**config.mk**
```make
export PLATFORM = sky130hd
export DESIGN_NAME = f4ma_lane
export DESIGN_NICKNAME = d
export VERILOG_FILES = /design/src/rtl/core/f4ma_pkg.sv /design/src/rtl/core/f4ma_lane.sv
export SDC_FILE = /design/constraint.sdc
export NUM_CORES = 2
export LEC_CHECK = 0
export BUFFER_PORTS_ARGS = -buffer_cell sky130_fd_sc_hd__buf_4
export CORE_ASPECT_RATIO = 1.1
export CORE_UTILIZATION = 30
export CTS_BUF_LIST = sky130_fd_sc_hd__clkbuf_2 sky130_fd_sc_hd__clkbuf_4 sky130_fd_sc_hd__clkbuf_8
export CTS_CLUSTER_SIZE = 8
export DETAILED_ROUTE_END_ITERATION = 8
export PLACE_DENSITY_LB_ADDON = 0.1
export SYNTH_ARGS = -nofsm -noshare
export SYNTH_HDL_FRONTEND = slang
export SYNTH_SLANG_ARGS = --single-unit
```
**constraint.sdc**
```tcl
create_clock -name clk -period 9.6 [get_ports clk]
set_clock_uncertainty 0.2 [all_clocks]
set_input_delay 1.44 -clock clk [delete_from_list [all_inputs] [get_ports clk]]
set_output_delay 1.44 -clock clk [all_outputs]
set_load 0.01 [all_outputs]
```
**src/rtl/core/f4ma_pkg.sv**
```systemverilog
// Shared constants, types and helper functions for the four-lane fp32 multiply-add unit.
package f4ma_pkg;

	localparam int LANES_DEF = 4;
	localparam int MAX_LANES = 4;
	localparam logic [31:0] CANON_NAN = 32'h7FC00000;

	typedef enum logic [1:0] {
		OP_SMUL = 2'd0,
		OP_VMUL = 2'd1,
		OP_VMADD = 2'd2,
		OP_VMSUB = 2'd3
	} op_t;

	// Lane control that travels with the pipeline.
	typedef struct packed {
		logic act;
		logic addop;
		logic neg;
	} lane_ctl_t;

	// Round a magnitude with a guard/sticky tail to nearest even.
	// sig holds the kept 24 bits plus 2 extra (guard, round) bits; sticky separate.
	function automatic logic [31:0] pack_rne(input logic sgn, input logic signed [10:0] exp,
		input logic [25:0] sig, input logic sticky);
		logic [23:0] m;
		logic g, r, s, up;
		logic [24:0] mr;
		logic signed [10:0] e;
		logic [31:0] o;
		begin
			m = sig[25:2];
			g = sig[1];
			r = sig[0];
			s = sticky;
			up = g & (r | s | m[0]);
			mr = {1'b0, m} + {24'd0, up};
			e = exp;
			if (mr[24]) begin
				mr = mr >> 1;
				e = e + 11'sd1;
			end
			if (e >= 11'sd255)
				o = {sgn, 8'hFF, 23'd0};
			else if (mr[23] == 1'b0)
				o = {sgn, 8'd0, mr[22:0]};
			else
				o = {sgn, e[7:0], mr[22:0]};
			pack_rne = o;
		end
	endfunction

endpackage

```
**src/rtl/core/f4ma_lane.sv**
```systemverilog
// One fp32 lane: multiply, round, then add/subtract, round, in five register stages.
module f4ma_lane (
	input  logic                 clk,
	input  logic                 arst_n,
	input  logic                 vld,
	input  f4ma_pkg::lane_ctl_t  ctl,
	input  logic [31:0]          a,
	input  logic [31:0]          b,
	input  logic [31:0]          c,
	output logic [31:0]          res
);

	// ---------------- stage 1: unpack and multiply ----------------
	logic [23:0] ma, mb;
	logic signed [10:0] ea, eb;
	logic a_nan, b_nan, a_inf, b_inf, a_zero, b_zero;
	always_comb begin
		ma = {(a[30:23] != 8'd0), a[22:0]};
		mb = {(b[30:23] != 8'd0), b[22:0]};
		ea = (a[30:23] == 8'd0) ? 11'sd1 : $signed({3'd0, a[30:23]});
		eb = (b[30:23] == 8'd0) ? 11'sd1 : $signed({3'd0, b[30:23]});
		a_nan = (a[30:23] == 8'hFF) && (a[22:0] != 23'd0);
		b_nan = (b[30:23] == 8'hFF) && (b[22:0] != 23'd0);
		a_inf = (a[30:23] == 8'hFF) && (a[22:0] == 23'd0);
		b_inf = (b[30:23] == 8'hFF) && (b[22:0] == 23'd0);
		a_zero = (a[30:0] == 31'd0);
		b_zero = (b[30:0] == 31'd0);
	end

	logic [47:0] prod_s1;
	logic signed [10:0] pe_s1;
	logic ps_s1, pnan_s1, pinf_s1, pzero_s1;
	f4ma_pkg::lane_ctl_t ctl_s1;
	logic [31:0] c_s1;
	logic v_s1;

	always_ff @(posedge clk or negedge arst_n) begin
		if (!arst_n) begin
			v_s1 <= 1'b0;
		end else begin
			v_s1 <= vld;
		end
	end
	always_ff @(posedge clk) begin
		prod_s1 <= ma * mb;
		pe_s1 <= ea + eb - 11'sd127;
		ps_s1 <= a[31] ^ b[31];
		pnan_s1 <= a_nan | b_nan | (a_inf & b_zero) | (b_inf & a_zero);
		pinf_s1 <= a_inf | b_inf;
		pzero_s1 <= a_zero | b_zero;
		ctl_s1 <= ctl;
		c_s1 <= c;
	end

	// ---------------- stage 2: normalize and round product ----------------
	logic [5:0] lz;
	logic [47:0] pn;
	logic signed [10:0] pen;
	logic [6:0] rsh;
	logic [49:0] pw;
	logic [49:0] pr;
	logic psticky;
	logic [31:0] pbits;
	always_comb begin
		lz = 6'd0;
		for (int i = 0; i < 48; i++)
			if (prod_s1[i]) lz = 6'(47 - i);
		pn = prod_s1 << lz;
		// pn[47] is the leading one; value = pn * 2^(pen-127-47) with pen exp of bit47
		pen = pe_s1 + 11'sd1 - $signed({5'd0, lz});
		rsh = 7'd0;
		if (pen < 11'sd1)
			rsh = (pen < -11'sd48) ? 7'd50 : 7'(11'sd1 - pen);
		pw = {pn, 2'b00} >> rsh;
		pr = pw;
		psticky = 1'b0;
		for (int i = 0; i < 50; i++)
			if (7'(i) < rsh && i < 50) psticky = psticky | (({pn, 2'b00} >> i) & 50'd1) != 50'd0;
		if (rsh != 7'd0) pen = 11'sd1;
		psticky = psticky | (pr[23:0] != 24'd0);
		pbits = f4ma_pkg::pack_rne(ps_s1, pen, pr[49:24], psticky);
		if (pnan_s1) pbits = f4ma_pkg::CANON_NAN;
		else if (pinf_s1) pbits = {ps_s1, 8'hFF, 23'd0};
		else if (pzero_s1) pbits = {ps_s1, 31'd0};
	end

	logic [31:0] p_s2, c_s2;
	f4ma_pkg::lane_ctl_t ctl_s2;
	logic v_s2;
	always_ff @(posedge clk or negedge arst_n) begin
		if (!arst_n) begin
			v_s2 <= 1'b0;
		end else begin
			v_s2 <= v_s1;
		end
	end
	always_ff @(posedge clk) begin
		p_s2 <= pbits;
		c_s2 <= c_s1;
		ctl_s2 <= ctl_s1;
	end

	// ---------------- stage 3: align for add ----------------
	logic [31:0] y;
	logic x_nan, y_nan, x_inf, y_inf;
	logic [7:0] ex, ey;
	logic [23:0] mx, my;
	logic swap;
	logic [7:0] d;
	logic [27:0] big, sm_al;
	logic [27:0] sm_full;
	logic ssticky;
	logic sb, ss;
	logic [7:0] ebig;
	always_comb begin
		y = {p_s2[31] ^ ctl_s2.neg, p_s2[30:0]};
		x_nan = (c_s2[30:23] == 8'hFF) && (c_s2[22:0] != 23'd0);
		y_nan = (y[30:23] == 8'hFF) && (y[22:0] != 23'd0);
		x_inf = (c_s2[30:23] == 8'hFF) && !x_nan;
		y_inf = (y[30:23] == 8'hFF) && !y_nan;
		ex = (c_s2[30:23] == 8'd0) ? 8'd1 : c_s2[30:23];
		ey = (y[30:23] == 8'd0) ? 8'd1 : y[30:23];
		mx = {(c_s2[30:23] != 8'd0), c_s2[22:0]};
		my = {(y[30:23] != 8'd0), y[22:0]};
		swap = {ey, my} > {ex, mx};
		big = swap ? {1'b0, my, 3'b000} : {1'b0, mx, 3'b000};
		sm_full = swap ? {1'b0, mx, 3'b000} : {1'b0, my, 3'b000};
		d = swap ? ey - ex : ex - ey;
		ebig = swap ? ey : ex;
		sb = swap ? y[31] : c_s2[31];
		ss = swap ? c_s2[31] : y[31];
		if (d > 8'd27) begin
			sm_al = 28'd0;
			ssticky = sm_full != 28'd0;
		end else begin
			sm_al = sm_full >> d;
			ssticky = (sm_full & ~(28'hFFFFFFF << d)) != 28'd0;
		end
	end

	logic [27:0] big_s3, sm_s3;
	logic stk_s3, sub_s3, sgn_s3, xs_s3, ys_s3;
	logic [7:0] eb_s3;
	logic [31:0] p_s3;
	logic spec_s3;
	logic [31:0] specv_s3;
	f4ma_pkg::lane_ctl_t ctl_s3;
	logic v_s3;
	always_ff @(posedge clk or negedge arst_n) begin
		if (!arst_n) begin
			v_s3 <= 1'b0;
		end else begin
			v_s3 <= v_s2;
		end
	end
	always_ff @(posedge clk) begin
		big_s3 <= big;
		sm_s3 <= sm_al | {27'd0, ssticky};
		stk_s3 <= ssticky;
		sub_s3 <= sb ^ ss;
		sgn_s3 <= sb;
		xs_s3 <= c_s2[31];
		ys_s3 <= y[31];
		eb_s3 <= ebig;
		p_s3 <= p_s2;
		ctl_s3 <= ctl_s2;
		spec_s3 <= x_nan | y_nan | x_inf | y_inf;
		if (x_nan | y_nan | (x_inf & y_inf & (c_s2[31] != y[31])))
			specv_s3 <= f4ma_pkg::CANON_NAN;
		else if (x_inf)
			specv_s3 <= c_s2;
		else
			specv_s3 <= y;
	end

	// ---------------- stage 4: add ----------------
	logic [28:0] sum;
	always_comb begin
		if (sub_s3)
			sum = {1'b0, big_s3} - {1'b0, sm_s3};
		else
			sum = {1'b0, big_s3} + {1'b0, sm_s3};
	end
	logic [28:0] sum_s4;
	logic sgn_s4, bothneg_s4, spec_s4, stk_s4;
	logic [7:0] eb_s4;
	logic [31:0] p_s4, specv_s4;
	f4ma_pkg::lane_ctl_t ctl_s4;
	logic v_s4;
	always_ff @(posedge clk or negedge arst_n) begin
		if (!arst_n) begin
			v_s4 <= 1'b0;
		end else begin
			v_s4 <= v_s3;
		end
	end
	always_ff @(posedge clk) begin
		sum_s4 <= sum;
		sgn_s4 <= sgn_s3;
		bothneg_s4 <= xs_s3 & ys_s3;
		spec_s4 <= spec_s3;
		stk_s4 <= stk_s3;
		eb_s4 <= eb_s3;
		p_s4 <= p_s3;
		specv_s4 <= specv_s3;
		ctl_s4 <= ctl_s3;
	end

	// ---------------- stage 5: normalize, round, select ----------------
	// sum bit 26 is the unit position at exponent eb (bits 25:3 fraction, 2:0 g/r/s).
	logic [4:0] slz;
	logic [28:0] sn;
	logic signed [10:0] se;
	logic [31:0] abits, rbits;
	always_comb begin
		slz = 5'd0;
		for (int i = 0; i < 29; i++)
			if (sum_s4[i]) slz = 5'(28 - i);
		se = $signed({3'd0, eb_s4}) + 11'sd2 - $signed({6'd0, slz});
		// limit left shift so exponent stays >= 1 (subnormal result)
		if (se < 11'sd1) begin
			sn = sum_s4 << (5'(slz) - 5'(11'sd1 - se));
			se = 11'sd1;
		end else begin
			sn = sum_s4 << slz;
		end
		if (sum_s4 == 29'd0)
			abits = {bothneg_s4, 31'd0};
		else
			abits = f4ma_pkg::pack_rne(sgn_s4, se, sn[28:3], (sn[2:0] != 3'd0) | stk_s4);
		if (spec_s4) abits = specv_s4;
		if (!ctl_s4.act)
			rbits = 32'd0;
		else if (!ctl_s4.addop)
			rbits = p_s4;
		else
			rbits = abits;
		if (rbits[30:23] == 8'hFF && rbits[22:0] != 23'd0) rbits = f4ma_pkg::CANON_NAN;
	end

	always_ff @(posedge clk) begin
		if (v_s4) res <= rbits;
	end

endmodule

```
Word level (Yosys, flattened, before mapping)
Index checks and enable logic that the tools add are counted.

Register bits after elaboration: 442. Output and inout port bits: 32. Word-level logic and storage cells: 404. Bits of input ports: 102.

Bitwise operators: 76. Multipliers: 1. Reduce and logical (&&, ||, !) cells: 37. Muxes and demuxes: 160. Order comparisons: 55. $add $sub $neg: 17. Shift-type cells: 6. Eq/ne operators: 6.

Operators by type and width (number): $mux W6 (48); $mux W31 (6); $mux W5 (29); $mux W32 (4); $lt A6 B7 Y1 const A (18); $reduce_bool A23 Y1 (5); $lt A5 B7 Y1 const A (16); $mux W24 (3); $logic_not A31 Y1 (2); $or A1 B1 Y1 (62); $mux W29 (2); $shl A29 B5 Y29 (2); $lt A4 B7 Y1 const A (8); $reduce_bool A28 Y1 (2); $mux W11 (5); $mux W27 (2); $mux W1 (51); $add A24 B1 Y25 (2); $shr A50 B7 Y50 (1); $mul A24 B24 Y48 (1); $mux W8 (6); $shl A48 B6 Y48 (1); $logic_not A23 Y1 (2); $eq A8 B8 Y1 const B (5); other kinds (42) (75).

Logic depth before layout (Yosys ltp)
Depth after elaboration: 158. Mapped depth: 50. Mapped depth without buffers: 45.

Worst setup path before layout
No wires, ideal clock.

Kind: register to register. From: register sum_s4[2]. To: register res[22], data pin. Setup time: 0.259 ns. Data required time: 9.141 ns. Path slack: -0.386 ns. Period minus slack after synthesis: 9.986 ns. Path buffers: 8. Arrival time: 9.527 ns. Stages on the path, launching flop included: 48. Cells stage by stage: dfxtp_1 buf_2 nor2_1 o31ai_1 a211oi_1 o31a_1 or4_1 inv_1 ha_1 inv_1 ha_1 fa_1 a21oi_1 nor2_1 nor2_1 o21bai_1 a21oi_1 xor2_1 (+12 left out) nand3_1 a31oi_1 ha_1 nand2_1 a31oi_1 o21ai_0 or4_1 nor4_4 a31oi_1 nor2_1 a22oi_1 and2_1 buf_2 a22oi_1 nand3_1 nand4bb_1 o31a_1 or2_1.

Longest elaborated chain between the ends: 48. Elaborated cells between the ends (all ways): 57. Classes of those cells: add/sub (5); order compare (2); eq/ne (1); shift (2); mux (39); bitwise (4); reduce/logical (4).

RTL lines: start: declaration (RTL line f4ma_lane.sv:184) `logic [28:0] sum_s4;`; start signal: assignment (RTL line f4ma_lane.sv:198) `sum_s4 <= sum;`; $mux W5 (27 in a row) (RTL line f4ma_lane.sv:218) `if (sum_s4[i]) slz = 5'(28 - i);`; $sub A9 B5 Y10 (RTL line f4ma_lane.sv:219) `se = $signed({3'd0, eb_s4}) + 11'sd2 - $signed({6'd0, slz});`; $sub A2 B5 Y5 (RTL line f4ma_lane.sv:222) `sn = sum_s4 << (5'(slz) - 5'(11'sd1 - se));`; $sub A5 B5 Y5 (RTL line f4ma_lane.sv:222); $shl A29 B5 Y29 (RTL line f4ma_lane.sv:222); $mux W29 (RTL line f4ma_lane.sv:221) `if (se < 11'sd1) begin`; $reduce_bool A3 Y1 (RTL line f4ma_lane.sv:230) `abits = f4ma_pkg::pack_rne(sgn_s4, se, sn[28:3], (sn[2:0] != 3'd0) | stk_s4);`; $or A1 B1 Y1 (RTL line f4ma_lane.sv:230); (+6 left out); $ge A11 B9 Y1 / $mux W31 (equally long branches) (RTL line f4ma_pkg.sv:43, f4ma_pkg.sv:45); $mux W31 (RTL line f4ma_pkg.sv:43) `if (e >= 11'sd255)`; $mux W32 * (RTL line f4ma_lane.sv:227) `if (sum_s4 == 29'd0)`; $mux W32 * (RTL line f4ma_lane.sv:231) `if (spec_s4) abits = specv_s4;`; $mux W32 * (RTL line f4ma_lane.sv:234) `else if (!ctl_s4.addop)`; $mux W31 * (RTL line f4ma_lane.sv:232) `if (!ctl_s4.act)`; $reduce_bool A23 Y1 / $eq A8 B8 Y1 (equally long branches) (RTL line f4ma_lane.sv:238) `if (rbits[30:23] == 8'hFF && rbits[22:0] != 23'd0) rbits = f4ma_pkg::CANON_NAN;`; $logic_and A1 B1 Y1 (RTL line f4ma_lane.sv:238); end signal: assignment (RTL line f4ma_lane.sv:242) `if (v_s4) res <= rbits;`; end: declaration (RTL line f4ma_lane.sv:10) `output logic [31:0] res`.

Mark *: on every way between the ends. The rest lies on a longest branch, timed or not. The select of a mux whose other input is x is not followed. A chain may end at the register's enable or synchronous reset.

Final worst setup path
From: register sum_s4[1]. To: register res[22], data pin.

Longest elaborated chain between the ends: 49. Elaborated cells between the ends (all ways): 58. Classes of those cells: add/sub (5); order compare (2); eq/ne (1); shift (2); mux (40); bitwise (4); reduce/logical (4).

RTL lines (RTL line): $mux W5 (28 in a row) (f4ma_lane.sv:218); $sub A9 B5 Y10 (f4ma_lane.sv:219); $sub A2 B5 Y5 (f4ma_lane.sv:222); $sub A5 B5 Y5 (f4ma_lane.sv:222); $shl A29 B5 Y29 (f4ma_lane.sv:222); $mux W29 (f4ma_lane.sv:221); $reduce_bool A3 Y1 (f4ma_lane.sv:230); $or A1 B1 Y1 (f4ma_lane.sv:230); (+6 left out); $ge A11 B9 Y1 / $mux W31 (equally long branches) (f4ma_pkg.sv:43, f4ma_pkg.sv:45); $mux W31 (f4ma_pkg.sv:43); $mux W32 * (f4ma_lane.sv:227); $mux W32 * (f4ma_lane.sv:231); $mux W32 * (f4ma_lane.sv:234); $mux W31 * (f4ma_lane.sv:232); $reduce_bool A23 Y1 / $eq A8 B8 Y1 (equally long branches) (f4ma_lane.sv:238); $logic_and A1 B1 Y1 (f4ma_lane.sv:238).

Marked as above.

==> results.py <==
metrics = {
    "run_status": {
        "status": "finished, final reports clean",
    },
    "die": {
        "fp.dieArea_mm2": 0.167,
        "start_util_pct": 30.2,
        "die_h_um": 429,
        "die_width_um": 390,
        "fp.coreArea_mm2": 0.164,
        "pin_count": 134,
        "rows": 156,
    },
    "worst_setup_path": {
        "cp-end-kind": "flop",
        "critPathArrivalTime_ps": 9610,
        "cp_slowest_cell": "or4_4",
        "cp_common_cell": "ha_4",
        "critPathMaxFanout": 11,
        "cp-start-kind": "flop",
        "worstPathRequired_ps": 9910,
        "crit_family": "simple AND/OR/NAND/NOR gates",
        "max_stage_delay_ps": 570,
        "worstSetupPathType": "reg -> reg",
        "worst-path-buf-inv": 4,
    },
    "placement": {
        "gp_congestion": 0.985,
        "port_buffers": 133,
        "hpwl_um": 176000,
    },
    "route": {
        "ant_nets": 0,
        "dr.first_iter.drc_count": 3506,
        "vias_per_cell": 5.37,
        "firstDrtPassIters": 6,
        "drc": 0,
        "wl_per_cell_um": 24.5,
        "wl_um": 216000,
        "vias": 47435,
    },
    "layout": {
        "regArea_mm2": 0.00911,
        "multi_input_area_mm2": 0.0369,
        "finalCoreUtilization_pct": 35.7,
        "drive_gt1_share_pct": 16.4,
        "syn2layout_area_growth_pct": 18.2,
        "nNetsFinal": 7449,
        "fillers": 17460,
    },
    "clocking": {
        "cts_hold_buf": 0,
        "cts_sinks": 438,
        "cts_tree": "done",
        "clock_latency_ps": 800,
        "ctsLongestPathBuffers": 3,
        "htree_levels": 3,
        "cts_root_buffer": "clkbuf_8",
        "cts_made_buffers": 80,
        "clkTransAtPathRegs_ps": 60,
    },
    "logic_synthesis": {
        "ys_seq_area_share_pct": 18.3,
        "yosysTopAreaCellShare_pct": 19.7,
        "postSynthAreaPerCell_um2": 8.13,
        "netlist_area_mm2": 0.0497,
        "synth_edf_count": 32,
        "synth_flop_cell": "dfxtp_1",
        "syn-num-nets": 6997,
        "synth_top_cells_by_area": "fa_1 (20%), dfxtp_1 (16%), ha_1 (7.4%), nand2_1 (5.9%), inv_1 (5.1%)",
        "synth_warnings": 0,
        "yosysMostFrequentCell": "nand2_1",
        "synth.distinct_cells": 119,
        "synthArstFlopShare_pct": 0.913,
        "yosysTopAreaCell": "fa_1",
        "synth_seq_cells": 438,
        "ys_top_cells_by_count": "nand2_1 (783), inv_1 (677), fa_1 (488)",
        "syn_inst": 6113,
    },
    "timing": {
        "maxSlewHeadroom_pct": 21.4,
        "final_max_slew_viol_count": 0,
        "setup_tns_ps": 0,
        "fin_crit_sh_pct": 96.9,
        "worstMarginPinSlew_ps": 1170,
        "layout_min_cycle_time_ps": 9300,
        "fmax_mhz": 107,
        "rsz0062_at_grt": "yes",
        "final_hold_viol_count": 0,
        "holdWs_ps": 108,
        "finalSetupViolCount": 0,
    },
    "worst_hold_path": {
        "min_path_type": "reg -> reg",
    },
    "global_routing": {
        "grt-ovfl-total": 0,
        "grt_start_max_net_pins": 61,
        "track_usage_pct": 25.5,
        "grt_pass1_wl_um": 320000,
        "grt_pass1_vias": 48534,
        "antenna_found_initial": 3,
    },
    "job": {
        "drv_cap": 0,
    },
}
[cells by family (layout without fill, tap and decap cells)]
| kind of cell | Yosys count | count (layout) | synth area share [%] |
|---|---|---|---|
| simple gates | 2148 | 2148 | 20.8 |
| mux | 191 | 191 | 4.01 |
| compound gates | 1341 | 1341 | 18.5 |
| flops | 438 | 438 | 18.3 |
| fa+ha+maj | 784 | 784 | 27.1 |
| other cells | 0 | 2 | 0 |
| xor+xnor | 171 | 171 | 3.04 |
| buf+inv | 1040 | 1549 | 8.25 |
[registers in the layout, summed over array words and instances, names as in the netlist, 29 cells and up]
register	flops
sum_s4	29
p_s3	32
c_s2	32
c_s1	32
specv_s3	32
p_s2	32
specv_s4	32
prod_s1	48
res	32
p_s4	32
[routing by layer]
| metal | share of wire [%] | track usage (%) |
|---|---|---|
| met2 | 49 | 44.5 |
| met4 | 5.4 | 12.4 |
| met1 | 41 | 30.9 |
| met3 | 4.6 | 2.66 |
| met5 | 0 | 0 |
[through the flow]
stage | area (µm²) | worst slack (ps) | instances
2_1_floorplan | 49700 | 38.9 | 6113
3_3_place_gp | 56500 | 27.4 | 8678
3_5_place_dp | 56500 | 19.0 | 8678
4_1_cts | 58300 | 3.13 | 8817
5_1_grt | 58700 | -139 | 8835
6_report | 58700 | 297 | 8836
[cells in the final DEF (no fill, tap or decap), types with 52 or more instances in the layout]
cell,Yosys,layout
o21ai_0,248,245
nor4_1,74,70
clkbuf_8,0,101
nand2_1,783,780
nand3_1,158,157
nor2_1,433,431
a21oi_1,259,253
inv_1,677,673
a211oi_1,101,99
buf_4,16,711
a21o_1,55,55
ha_1,294,289
fa_1,488,487
o211ai_1,54,54
xnor2_1,117,115
nor3_1,151,149
nand4_1,53,53
mux2i_1,158,157
o22ai_1,88,88
dfxtp_1,402,399
and2_1,258,257
xor2_1,53,52
[cell type report]
type                       count  share of cell area (%)
clock inverter                22                   0.456
antenna                        2                 0.00852
sequential                   438                    15.5
multi-input combinational   4635                    62.8
inverter                     683                    4.37
clock buffer                 117                    2.57
tap                         2212                    4.71
timing repair buffer         727                    9.59
[timing repair]
action,4_1_cts,5_1_grt
setup endpoints to repair,0,63
setup buffers,0,16
gates resized for setup,0,70
[final timing paths]
check | cells after the start | slack, ps | to | startpoint
min in group asynchronous | 1 | 280 | v_s4$_DFF_PN0_ | arst_n
max | 36 | 300 | res[22]$_SDFFCE_PP1P_ | sum_s4[1]$_DFF_P_
max in group asynchronous | 1 | 8820 | v_s2$_DFF_PN0_ | arst_n
min reg2reg | 0 | 110 | p_s4[17]$_DFF_P_ | p_s3[17]$_DFF_P_
max reg2reg | 36 | 300 | res[22]$_SDFFCE_PP1P_ | sum_s4[1]$_DFF_P_
min | 0 | 110 | p_s4[17]$_DFF_P_ | p_s3[17]$_DFF_P_
Power is left out: the tool's default activity adds up to more than one toggle a clock period on the data nets, which glitch-free logic cannot reach.
